## src/rtl/core/rwhp_pkg.sv

```systemverilog
package rwhp_pkg;

  localparam logic [31:0] TAG_RIFF = 32'h4646_4952;
  localparam logic [31:0] TAG_WAVE = 32'h4556_4157;
  localparam logic [23:0] TAG_FMT3 = 24'h74_6D66;
  localparam logic [31:0] TAG_DATA = 32'h6174_6164;
  localparam logic [31:0] FMT_BODY = 32'd16;
  localparam logic [31:0] START_COUNT = 32'd8;

  localparam int unsigned QUEUE_DEPTH = 2;
  localparam int unsigned IN_TDATA_W = 8;
  localparam int unsigned OUT_FIELDS_W = 164;
  localparam int unsigned OUT_TDATA_W = ((OUT_FIELDS_W + 7) / 8) * 8;

  typedef enum logic [3:0] {
    PHASE_RIFF  = 4'd0,
    PHASE_RSIZE = 4'd1,
    PHASE_WAVE  = 4'd2,
    PHASE_ID    = 4'd3,
    PHASE_FSIZE = 4'd4,
    PHASE_DSIZE = 4'd5,
    PHASE_OSIZE = 4'd6,
    PHASE_TAG   = 4'd7,
    PHASE_CH    = 4'd8,
    PHASE_RATE  = 4'd9,
    PHASE_BRATE = 4'd10,
    PHASE_ALIGN = 4'd11,
    PHASE_BITS  = 4'd12,
    PHASE_SKIP  = 4'd13,
    PHASE_PAD   = 4'd14
  } phase_e;

  typedef enum logic [1:0] {
    STATUS_OK       = 2'd0,
    STATUS_NOT_RIFF = 2'd1,
    STATUS_NOT_WAVE = 2'd2,
    STATUS_NO_DATA  = 2'd3
  } status_e;

  typedef enum logic [1:0] {
    FORMAT_MONO8    = 2'd0,
    FORMAT_MONO16   = 2'd1,
    FORMAT_STEREO8  = 2'd2,
    FORMAT_STEREO16 = 2'd3
  } format_e;

  // one classified header result travelling from the parser to the output stage
  typedef struct packed {
    status_e     status;
    logic [15:0] compression;
    logic [15:0] channels;
    logic [31:0] sample_rate;
    logic [31:0] byte_rate;
    logic [15:0] block_align;
    logic [15:0] bits_per_sample;
    logic [31:0] data_size;
  } result_t;

endpackage

```

## src/rtl/core/riff_wave_header_parser.sv

```systemverilog
// Channel  Dir  Port group   tdata fields (low bit up)                     tuser / tlast
// input    in   s_axis_*     data_byte[7:0]                                first_byte / last_byte
// result   out  m_axis_*     status, format_code, compression, channels,   - / -
//                            sample_rate, byte_rate, block_align,
//                            bits_per_sample, data_size, zero fill
// One byte is taken every cycle unless the result queue is full; each byte steps the parser's state once.
// A result passes from the parser into the queue, then from the queue into the output register.
// The input stalls only when the result queue is full; the output stalls independently.
// Reset (rst_ni low, asynchronous) puts the parser at the start of a file.
module riff_wave_header_parser #(
  parameter int unsigned QueueDepth = rwhp_pkg::QUEUE_DEPTH
) (
  input  logic                                clk_i,
  input  logic                                rst_ni,
  input  logic                                s_axis_tvalid,
  output logic                                s_axis_tready,
  input  logic [rwhp_pkg::IN_TDATA_W-1:0]     s_axis_tdata,   // data_byte[7:0]
  input  logic                                s_axis_tuser,   // first_byte
  input  logic                                s_axis_tlast,   // last_byte
  output logic                                m_axis_tvalid,
  input  logic                                m_axis_tready,
  // status[1:0], format_code[3:2], compression[19:4], channels[35:20],
  // sample_rate[67:36], byte_rate[99:68], block_align[115:100],
  // bits_per_sample[131:116], data_size[163:132], zero[167:164]
  output logic [rwhp_pkg::OUT_TDATA_W-1:0]    m_axis_tdata
);
  import rwhp_pkg::*;

  logic    push, full, q_valid, pop;
  result_t push_entry, q_entry;

  rwhp_front u_front (
    .clk_i        (clk_i),
    .rst_ni       (rst_ni),
    .in_valid_i   (s_axis_tvalid),
    .in_ready_o   (s_axis_tready),
    .data_byte_i  (s_axis_tdata),
    .first_byte_i (s_axis_tuser),
    .last_byte_i  (s_axis_tlast),
    .queue_full_i (full),
    .push_o       (push),
    .entry_o      (push_entry)
  );

  rwhp_queue #(
    .Depth (QueueDepth)
  ) u_queue (
    .clk_i   (clk_i),
    .rst_ni  (rst_ni),
    .push_i  (push),
    .entry_i (push_entry),
    .full_o  (full),
    .pop_i   (pop),
    .valid_o (q_valid),
    .entry_o (q_entry)
  );

  rwhp_back u_back (
    .clk_i         (clk_i),
    .rst_ni        (rst_ni),
    .valid_i       (q_valid),
    .entry_i       (q_entry),
    .pop_o         (pop),
    .m_axis_tvalid (m_axis_tvalid),
    .m_axis_tready (m_axis_tready),
    .m_axis_tdata  (m_axis_tdata)
  );

endmodule

```

## src/rtl/core/rwhp_front.sv

```systemverilog
module rwhp_front (
  input  logic                  clk_i,
  input  logic                  rst_ni,
  input  logic                  in_valid_i,
  output logic                  in_ready_o,
  input  logic [7:0]            data_byte_i,
  input  logic                  first_byte_i,
  input  logic                  last_byte_i,
  input  logic                  queue_full_i,
  output logic                  push_o,
  output rwhp_pkg::result_t     entry_o
);
  import rwhp_pkg::*;

  function automatic logic [31:0] sat_add(input logic [31:0] a, input logic [31:0] b);
    logic [32:0] s;
    s = {1'b0, a} + {1'b0, b};
    return s[32] ? 32'hFFFF_FFFF : s[31:0];
  endfunction

  phase_e      phase_q, phase_d, c_phase;
  logic [1:0]  cnt_q, cnt_d, c_cnt;
  logic [23:0] shift_q, shift_d, c_shift;
  logic [31:0] riff_q, riff_d, c_riff;
  logic [31:0] consumed_q, consumed_d, c_consumed;
  logic [31:0] len_q, len_d, c_len;
  logic [31:0] skip_q, skip_d, c_skip;
  logic [15:0] tag_q, tag_d, c_tag;
  logic [15:0] chan_q, chan_d, c_chan;
  logic [31:0] rate_q, rate_d, c_rate;
  logic [31:0] brate_q, brate_d, c_brate;
  logic [15:0] align_q, align_d, c_align;
  logic [15:0] bits_q, bits_d, c_bits;
  logic        pad_q, pad_d, c_pad;
  logic        done_q, done_d, c_done;

  logic        accept;
  logic        need4, fdone;
  logic [31:0] word;
  logic [15:0] half;
  logic [31:0] body_len;
  logic [31:0] pad_count;
  logic        res_valid;
  status_e     res_status;

  assign accept     = in_valid_i && in_ready_o;
  assign in_ready_o = !queue_full_i;

  // a first byte restarts parsing before its own byte is looked at
  always_comb begin
    if (first_byte_i) begin
      c_phase = PHASE_RIFF;  c_cnt = '0;       c_shift = '0;
      c_riff = '0;           c_consumed = START_COUNT;
      c_len = '0;            c_skip = '0;
      c_tag = '0;            c_chan = '0;      c_rate = '0;
      c_brate = '0;          c_align = '0;     c_bits = '0;
      c_pad = 1'b0;          c_done = 1'b0;
    end else begin
      c_phase = phase_q;     c_cnt = cnt_q;    c_shift = shift_q;
      c_riff = riff_q;       c_consumed = consumed_q;
      c_len = len_q;         c_skip = skip_q;
      c_tag = tag_q;         c_chan = chan_q;  c_rate = rate_q;
      c_brate = brate_q;     c_align = align_q; c_bits = bits_q;
      c_pad = pad_q;         c_done = done_q;
    end
  end

  assign need4     = !(c_phase == PHASE_TAG || c_phase == PHASE_CH ||
                       c_phase == PHASE_ALIGN || c_phase == PHASE_BITS);
  assign fdone     = need4 ? (c_cnt == 2'd3) : (c_cnt == 2'd1);
  assign word      = {data_byte_i, c_shift};
  assign half      = {data_byte_i, c_shift[7:0]};
  assign body_len  = (c_len > FMT_BODY) ? c_len : FMT_BODY;
  assign pad_count = sat_add(c_consumed, 32'd1);

  // next state of the parser for one byte
  always_comb begin
    phase_d = c_phase;     cnt_d = c_cnt;    shift_d = c_shift;
    riff_d = c_riff;       consumed_d = c_consumed;
    len_d = c_len;         skip_d = c_skip;
    tag_d = c_tag;         chan_d = c_chan;  rate_d = c_rate;
    brate_d = c_brate;     align_d = c_align; bits_d = c_bits;
    pad_d = c_pad;         done_d = c_done;
    res_valid = 1'b0;
    res_status = STATUS_OK;

    if (!c_done) begin
      if (c_phase != PHASE_SKIP && c_phase != PHASE_PAD) begin
        if (fdone) begin
          shift_d = '0;
          cnt_d   = '0;
        end else begin
          shift_d = c_shift | (24'({16'd0, data_byte_i}) << {c_cnt, 3'd0});
          cnt_d   = c_cnt + 2'd1;
        end
      end

      case (c_phase)
        PHASE_RIFF: begin
          if (fdone) begin
            if (word != TAG_RIFF) begin
              res_valid = 1'b1;  res_status = STATUS_NOT_RIFF;
            end else begin
              phase_d = PHASE_RSIZE;
            end
          end
        end
        PHASE_RSIZE: begin
          if (fdone) begin
            riff_d  = word;
            phase_d = PHASE_WAVE;
          end
        end
        PHASE_WAVE: begin
          if (fdone) begin
            if (word != TAG_WAVE) begin
              res_valid = 1'b1;  res_status = STATUS_NOT_WAVE;
            end else if (c_consumed >= c_riff) begin
              res_valid = 1'b1;  res_status = STATUS_NO_DATA;
            end else begin
              phase_d = PHASE_ID;
            end
          end
        end
        PHASE_ID: begin
          if (fdone) begin
            // count the id and the size field that follows it together
            consumed_d = sat_add(c_consumed, 32'd8);
            if (word[23:0] == TAG_FMT3) begin
              phase_d = PHASE_FSIZE;
            end else if (word == TAG_DATA) begin
              phase_d = PHASE_DSIZE;
            end else begin
              phase_d = PHASE_OSIZE;
            end
          end
        end
        PHASE_FSIZE, PHASE_DSIZE, PHASE_OSIZE: begin
          if (fdone) begin
            len_d = word;
            pad_d = word[0];
            if (c_phase == PHASE_DSIZE) begin
              res_valid = 1'b1;  res_status = STATUS_OK;
            end else if (c_phase == PHASE_FSIZE) begin
              phase_d = PHASE_TAG;
            end else begin
              consumed_d = sat_add(c_consumed, word);
              skip_d     = word;
              if (word == '0) begin
                // empty chunk: even size, so no pad byte
                if (c_consumed >= c_riff) begin
                  res_valid = 1'b1;  res_status = STATUS_NO_DATA;
                end else begin
                  phase_d = PHASE_ID;
                end
              end else begin
                phase_d = PHASE_SKIP;
              end
            end
          end
        end
        PHASE_TAG: begin
          // charge the whole fmt body up front; it is not compared until its end
          if (c_cnt == 2'd0) begin
            consumed_d = sat_add(c_consumed, body_len);
          end
          if (fdone) begin
            tag_d   = half;
            phase_d = PHASE_CH;
          end
        end
        PHASE_CH: begin
          if (fdone) begin
            chan_d  = half;
            phase_d = PHASE_RATE;
          end
        end
        PHASE_RATE: begin
          if (fdone) begin
            rate_d  = word;
            phase_d = PHASE_BRATE;
          end
        end
        PHASE_BRATE: begin
          if (fdone) begin
            brate_d = word;
            phase_d = PHASE_ALIGN;
          end
        end
        PHASE_ALIGN: begin
          if (fdone) begin
            align_d = half;
            phase_d = PHASE_BITS;
          end
        end
        PHASE_BITS: begin
          if (fdone) begin
            bits_d = half;
            if (c_len > FMT_BODY) begin
              skip_d  = c_len - FMT_BODY;
              phase_d = PHASE_SKIP;
            end else begin
              skip_d = '0;
              if (c_pad) begin
                phase_d = PHASE_PAD;
              end else if (c_consumed >= c_riff) begin
                res_valid = 1'b1;  res_status = STATUS_NO_DATA;
              end else begin
                phase_d = PHASE_ID;
              end
            end
          end
        end
        PHASE_SKIP: begin
          skip_d = c_skip - 32'd1;
          if (c_skip == 32'd1) begin
            if (c_pad) begin
              phase_d = PHASE_PAD;
            end else if (c_consumed >= c_riff) begin
              res_valid = 1'b1;  res_status = STATUS_NO_DATA;
            end else begin
              phase_d = PHASE_ID;
            end
          end
        end
        PHASE_PAD: begin
          consumed_d = pad_count;
          pad_d      = 1'b0;
          if (pad_count >= c_riff) begin
            res_valid = 1'b1;  res_status = STATUS_NO_DATA;
          end else begin
            phase_d = PHASE_ID;
          end
        end
        default: begin
          res_valid = 1'b1;  res_status = STATUS_NO_DATA;
        end
      endcase

      // early end of file: report how far the header got
      if (!res_valid && last_byte_i) begin
        res_valid = 1'b1;
        if (phase_d == PHASE_RIFF) begin
          res_status = STATUS_NOT_RIFF;
        end else if (phase_d <= PHASE_WAVE) begin
          res_status = STATUS_NOT_WAVE;
        end else begin
          res_status = STATUS_NO_DATA;
        end
      end
      if (res_valid) begin
        done_d = 1'b1;
      end
    end
  end

  // result towards the queue
  always_comb begin
    push_o                 = accept && res_valid;
    entry_o.status         = res_status;
    entry_o.compression    = c_tag;
    entry_o.channels       = c_chan;
    entry_o.sample_rate    = c_rate;
    entry_o.byte_rate      = c_brate;
    entry_o.block_align    = c_align;
    entry_o.bits_per_sample = c_bits;
    entry_o.data_size      = word;
  end

  always_ff @(posedge clk_i or negedge rst_ni) begin
    if (!rst_ni) begin
      phase_q    <= PHASE_RIFF;
      cnt_q      <= '0;
      shift_q    <= '0;
      riff_q     <= '0;
      consumed_q <= START_COUNT;
      len_q      <= '0;
      skip_q     <= '0;
      tag_q      <= '0;
      chan_q     <= '0;
      rate_q     <= '0;
      brate_q    <= '0;
      align_q    <= '0;
      bits_q     <= '0;
      pad_q      <= 1'b0;
      done_q     <= 1'b0;
    end else if (accept) begin
      phase_q    <= phase_d;
      cnt_q      <= cnt_d;
      shift_q    <= shift_d;
      riff_q     <= riff_d;
      consumed_q <= consumed_d;
      len_q      <= len_d;
      skip_q     <= skip_d;
      tag_q      <= tag_d;
      chan_q     <= chan_d;
      rate_q     <= rate_d;
      brate_q    <= brate_d;
      align_q    <= align_d;
      bits_q     <= bits_d;
      pad_q      <= pad_d;
      done_q     <= done_d;
    end
  end

  // one result per file: after a result only a new file can produce another
  assert property (@(posedge clk_i) disable iff (!rst_ni)
    push_o |=> !(push_o && !first_byte_i))
    else $error("second result without a new file");

  assert property (@(posedge clk_i) disable iff (!rst_ni)
    (accept && !first_byte_i && done_q) |-> !push_o)
    else $error("result from a finished file");

  assert property (@(posedge clk_i) disable iff (!rst_ni)
    (accept && !done_q && !first_byte_i && (phase_q == PHASE_SKIP)) |-> (skip_q != '0))
    else $error("skip phase entered with nothing to skip");

endmodule

```

## src/rtl/core/rwhp_queue.sv

```systemverilog
module rwhp_queue #(
  parameter int unsigned Depth = rwhp_pkg::QUEUE_DEPTH
) (
  input  logic              clk_i,
  input  logic              rst_ni,
  input  logic              push_i,
  input  rwhp_pkg::result_t entry_i,
  output logic              full_o,
  input  logic              pop_i,
  output logic              valid_o,
  output rwhp_pkg::result_t entry_o
);
  import rwhp_pkg::*;

  localparam int unsigned PtrW = (Depth > 1) ? $clog2(Depth) : 1;
  localparam int unsigned CntW = $clog2(Depth + 1);

  result_t          mem_q [Depth];
  logic [PtrW-1:0]  wr_ptr_q, wr_ptr_d;
  logic [PtrW-1:0]  rd_ptr_q, rd_ptr_d;
  logic [CntW-1:0]  count_q, count_d;
  logic             do_push, do_pop;

  assign full_o  = (count_q == CntW'(Depth));
  assign valid_o = (count_q != '0);
  assign entry_o = mem_q[rd_ptr_q];
  assign do_push = push_i && !full_o;
  assign do_pop  = pop_i && valid_o;

  always_comb begin
    wr_ptr_d = wr_ptr_q;
    rd_ptr_d = rd_ptr_q;
    count_d  = count_q;
    if (do_push) begin
      wr_ptr_d = (wr_ptr_q == PtrW'(Depth - 1)) ? '0 : wr_ptr_q + PtrW'(1);
    end
    if (do_pop) begin
      rd_ptr_d = (rd_ptr_q == PtrW'(Depth - 1)) ? '0 : rd_ptr_q + PtrW'(1);
    end
    if (do_push && !do_pop) begin
      count_d = count_q + CntW'(1);
    end else if (do_pop && !do_push) begin
      count_d = count_q - CntW'(1);
    end
  end

  always_ff @(posedge clk_i or negedge rst_ni) begin
    if (!rst_ni) begin
      wr_ptr_q <= '0;
      rd_ptr_q <= '0;
      count_q  <= '0;
    end else begin
      wr_ptr_q <= wr_ptr_d;
      rd_ptr_q <= rd_ptr_d;
      count_q  <= count_d;
    end
  end

  always_ff @(posedge clk_i) begin
    if (do_push) begin
      mem_q[wr_ptr_q] <= entry_i;
    end
  end

  assert property (@(posedge clk_i) disable iff (!rst_ni)
    push_i |-> !full_o)
    else $error("result pushed into a full queue");

  assert property (@(posedge clk_i) disable iff (!rst_ni)
    count_q <= CntW'(Depth))
    else $error("queue fill count beyond depth");

endmodule

```

## src/rtl/core/rwhp_back.sv

```systemverilog
module rwhp_back (
  input  logic                                    clk_i,
  input  logic                                    rst_ni,
  input  logic                                    valid_i,
  input  rwhp_pkg::result_t                       entry_i,
  output logic                                    pop_o,
  output logic                                    m_axis_tvalid,
  input  logic                                    m_axis_tready,
  output logic [rwhp_pkg::OUT_TDATA_W-1:0]        m_axis_tdata
);
  import rwhp_pkg::*;

  logic                   out_valid_q;
  logic [OUT_TDATA_W-1:0] out_data_q, out_data_d;
  format_e                code;
  logic                   ok;
  logic                   load;

  assign load  = valid_i && (!out_valid_q || m_axis_tready);
  assign pop_o = load;
  assign ok    = (entry_i.status == STATUS_OK);

  always_comb begin
    if (entry_i.channels == 16'd1) begin
      code = (entry_i.block_align == 16'd2) ? FORMAT_MONO16 : FORMAT_MONO8;
    end else begin
      code = (entry_i.block_align == 16'd4) ? FORMAT_STEREO16 : FORMAT_STEREO8;
    end
  end

  // error results carry nothing but the status
  always_comb begin
    out_data_d        = '0;
    out_data_d[1:0]   = entry_i.status;
    if (ok) begin
      out_data_d[3:2]     = code;
      out_data_d[19:4]    = entry_i.compression;
      out_data_d[35:20]   = entry_i.channels;
      out_data_d[67:36]   = entry_i.sample_rate;
      out_data_d[99:68]   = entry_i.byte_rate;
      out_data_d[115:100] = entry_i.block_align;
      out_data_d[131:116] = entry_i.bits_per_sample;
      out_data_d[163:132] = entry_i.data_size;
    end
  end

  always_ff @(posedge clk_i or negedge rst_ni) begin
    if (!rst_ni) begin
      out_valid_q <= 1'b0;
    end else if (load) begin
      out_valid_q <= 1'b1;
    end else if (m_axis_tready) begin
      out_valid_q <= 1'b0;
    end
  end

  always_ff @(posedge clk_i) begin
    if (load) begin
      out_data_q <= out_data_d;
    end
  end

  assign m_axis_tvalid = out_valid_q;
  assign m_axis_tdata  = out_data_q;

  assert property (@(posedge clk_i) disable iff (!rst_ni)
    (out_valid_q && (out_data_q[1:0] != STATUS_OK)) |-> (out_data_q[OUT_TDATA_W-1:2] == '0))
    else $error("error result carries header fields");

endmodule

```

## config.mk

```make
export PLATFORM = sky130hd
export DESIGN_NAME = riff_wave_header_parser
export DESIGN_NICKNAME = d
export VERILOG_FILES = /design/src/rtl/core/rwhp_pkg.sv /design/src/rtl/core/riff_wave_header_parser.sv /design/src/rtl/core/rwhp_front.sv /design/src/rtl/core/rwhp_queue.sv /design/src/rtl/core/rwhp_back.sv
export SDC_FILE = /design/constraint.sdc
export NUM_CORES = 2
export LEC_CHECK = 0
export BUFFER_PORTS_ARGS = -buffer_cell sky130_fd_sc_hd__buf_2
export CAP_MARGIN = 20
export CORE_ASPECT_RATIO = 1.2
export CORE_MARGIN = 5
export CORE_UTILIZATION = 23
export CTS_CLUSTER_SIZE = 10
export DETAILED_ROUTE_END_ITERATION = 10
export PLACE_DENSITY = 0.44
export SYNTH_ARGS = -nofsm -noshare
export SYNTH_HDL_FRONTEND = slang
export SYNTH_SLANG_ARGS = --single-unit
export TNS_END_PERCENT = 100
```

## constraint.sdc

```tcl
create_clock -name clk_i -period 10.25 [get_ports clk_i]
set_input_delay 2.5625 -clock clk_i [delete_from_list [all_inputs] [get_ports clk_i]]
set_output_delay 2.5625 -clock clk_i [all_outputs]
set_load 0.01 [all_outputs]
```

==> metrics.txt <==
status finished clean; maxcap violations 0; die area 188000 µm²; CTS Hold Buffers Added 0; drt first-iter violations 2786; most common library cell in the layout ignoring fill and taps edfxtp_1; DRC Markers 0; initial antenna violation count 4; FF-to-FF setup slack 3.52 ns; cells after synthesis 3831; Critical-path top delay cell nor2_4; Final Critical Period 8.39 ns; Min Hold Slack 0.481 ns; #FFs+latches synth 781; Root Driver clkbuf_16; Worst Max-Slew Pin Slew 1.19 ns; H-tree levels 3; Worst EP arrival 8.71 ns; PwrDens 239 nW/µm²; hold depth 2; CTS sink count 781; crit path cell chain buf_8, nor2_1, inv_1, ha_1, nand4_1, nor2_1, and3_1, o21a_1, nor2_1, a31oi_1, ha_1, nand4_1, nor4_1, nor3b_1, o31ai_1, buf_4, a211oi_1, buf_4, o41ai_4, nor2_4, buf_4; f_max 119 MHz; Async S/R FF share, synth 37.5%; grt ovf 0; Post-DP HPWL 110000 µm; WHS Endpoint u_front.riff_q[11]$_DFFE_PN0P_; Top FF cell, synth edfxtp_1; multi-input logic area 18000 µm²; crit-path max cell delay 0.61 ns; worst-skew pair later-pin latency 0.72 ns; post-CTS resize count 0; CTS tree built; drt first pass iters 6; Leak 18.7 nW; FF/Latch Area 22000 µm²; Ys Warns 0; number of post-CTS setup repair buffers 0; highest-count cells in the layout ignoring fill and taps 488 x edfxtp_1, 363 x nor2_1, 291 x dfrtp_1, 281 x nand2_1, 248 x a21oi_1; Final Total Pwr 11.4 mW; Vias 32300; CTS Buf Count 91; width of the die 396 µm; sequential area share after synthesis 53.4%; clock slew at reported path FFs 0.06 ns; Boundary Pins 184; diode count 0; post-synth cell types 105; Finished Layout Cells 6378; Net count, final 4131; RSZ-0062 raised after global routing false; synthesized area 41200 µm²; final hold violations 0; Vias/cell 5.06; cell count after placement 6209; overall routed net length 157000 µm; port bufs 179; Syn Area/Cell 10.8 µm²; largest net degree at the start of global routing 122; drt wl/cell 24.6 µm; post-layout util 26.8%; fin. max-slew vios 0; final setup vio count 0; WP data required 10.57 ns; R2R Path End u_queue.mem_q[0][61]$_DFFE_PP_; min-delay src u_front.riff_q[11]$_DFFE_PN0P_; vias in the first global route 32500; Filler Cell Count 18700; type of origin of the critical path input pin; Initial Utilization 23.1%; die span in y 474 µm; area grow syn2layout 16.3%; worst reg2reg path depth 20; Post-synth EDFFs 488; DRT antenna net count 0; core area 178000 µm²; total negative slack 0 ns; first-pass GRT wire length 228000 µm; Final Skew 0.0528 ns; CP endpoint kind flop; FF-to-FF Start u_front.consumed_q[3]$_DFFE_PN1P_; CP bufs+invs 5; Max transition margin 20.2%; CTS max path bufs 3; RePlAce Congestion 0.894; worst-path maximum fanout 55; VDD IR max 0.000165 V; critical path class input pin to flop; total global-route track usage 16.2%; cell row count 170; min-delay worst type flop to flop; Crit path max-delay family simple AND/OR/NAND/NOR gates; share of layout cells above drive strength 1 12.5%; fin crit share 81.9%
-- area by class of cell --
cell class              instances  share of cell area (%)
clock inverters                13                   0.381
inverters                      55                   0.441
flip-flops and latches        781                    45.9
repair buffers                317                    4.30
clock buffers                 156                    5.37
well taps                    2322                    6.06
multi-input cells            2734                    37.5
-- metrics by stage --
step,setup WS [ns],cell area [µm²]
3_5_place_dp,1.24,45200
2_1_floorplan,0.567,41200
4_1_cts,1.96,47900
3_3_place_gp,1.26,45100
6_report,1.86,47900
5_1_grt,1.44,47900
-- power breakdown --
group / switching, mW / total, mW / internal [mW] / leakage (nW)
registers: 0.394 / 4.51 / 4.11 / 8.67
clock network: 1.35 / 3.07 / 1.72 / 1.32
logic: 2.64 / 3.87 / 1.23 / 8.68
-- worst reg2reg max path, stage by stage (launching register included) --
cell      delay (ns)
dfstp_2         0.62
nor2_1          0.15
inv_1           0.22
ha_1            0.28
nand4_1         0.28
nor2_1          0.53
and3_1          0.39
o21a_1          0.15
nor2_1          0.04
a31oi_1         0.23
ha_1            0.20
nand4_1         0.19
nor4_1          0.41
nor3b_1         0.44
o31ai_1         0.22
buf_4           0.21
a211oi_1        0.25
buf_4           0.19
o41ai_4         0.12
nor2_4          0.61
buf_4           0.56
-- how the worst max path moves through the flow --
stage                      start                              to  cells after the start
floorplan           s_axis_tuser   u_queue.mem_q[0][0]$_DFFE_PP_                     21
global placement    s_axis_tuser  u_queue.mem_q[0][50]$_DFFE_PP_                     21
detailed placement  s_axis_tuser  u_queue.mem_q[0][50]$_DFFE_PP_                     21
CTS                 s_axis_tuser  u_queue.mem_q[0][54]$_DFFE_PP_                     21
global route        s_axis_tuser  u_queue.mem_q[1][52]$_DFFE_PP_                     24
finish              s_axis_tuser  u_queue.mem_q[0][61]$_DFFE_PP_                     21
-- sequential cells by signal (all words and copies together), names as in the netlist, 2 cells and up --
signal / flops
u_queue.mem_q: 324
u_back.m_axis_tdata: 164
u_front.brate_q: 32
u_front.consumed_q: 32
u_front.len_q: 32
u_front.rate_q: 32
u_front.riff_q: 32
u_front.skip_q: 32
u_front.shift_q: 24
u_front.align_q: 16
u_front.bits_q: 16
u_front.chan_q: 16
u_front.tag_q: 16
u_front.phase_q: 4
u_front.cnt_q: 2
u_queue.count_q: 2
-- cell usage after synthesis (11+ instances only) --
master    instances  share of area [%]
buf_4            11               0.20
nor3_1           65               0.79
buf_2            46               0.56
a31oi_1          38               0.58
a211oi_1         33               0.60
a22oi_1          47               0.86
nand3_1          62               0.75
o21a_1           13               0.24
o21ai_0         240                2.9
ha_1            135                4.1
o22ai_1          16               0.24
nand4_1          37               0.56
a21o_1           38               0.69
nand2_1         283                2.6
o211ai_1         20               0.36
nor2_1          371                3.4
nand2b_1         17               0.26
nor2b_1         217                3.3
dfrtp_1         292                 18
a21oi_1         248                3.0
or3_1            21               0.32
nor4_1           42               0.64
a221oi_1         20               0.43
and3_1           27               0.41
xnor2_1          51                1.1
o21bai_1         15               0.27
xor2_1           26               0.55
clkbuf_1        195                1.8
inv_1            51               0.46
edfxtp_1        488                 36
mux2i_1         166                4.0
o31ai_1          19               0.35
o221ai_1         59                1.3
and2_1           13               0.20
a22o_1          167                3.6
-- per-layer routing --
layer,part of all wire [%],vias up,global-route usage (%)
met5,0.020,-,0
met4,5.3,4,8.05
met3,5.2,346,2.49
met2,48,1132,27.4
met1,42,16100,20.0
li1,-,14700,-
-- kinds of logic after synthesis --
group           synth area share, %
simple gates                   15.1
mux                            4.20
buf+inv                        3.20
xor+xnor                       1.64
other cells                 0.00910
fa+ha+maj                      4.20
compound gates                 18.3
flops                          53.4
Power figures use the tool's default switching activity.
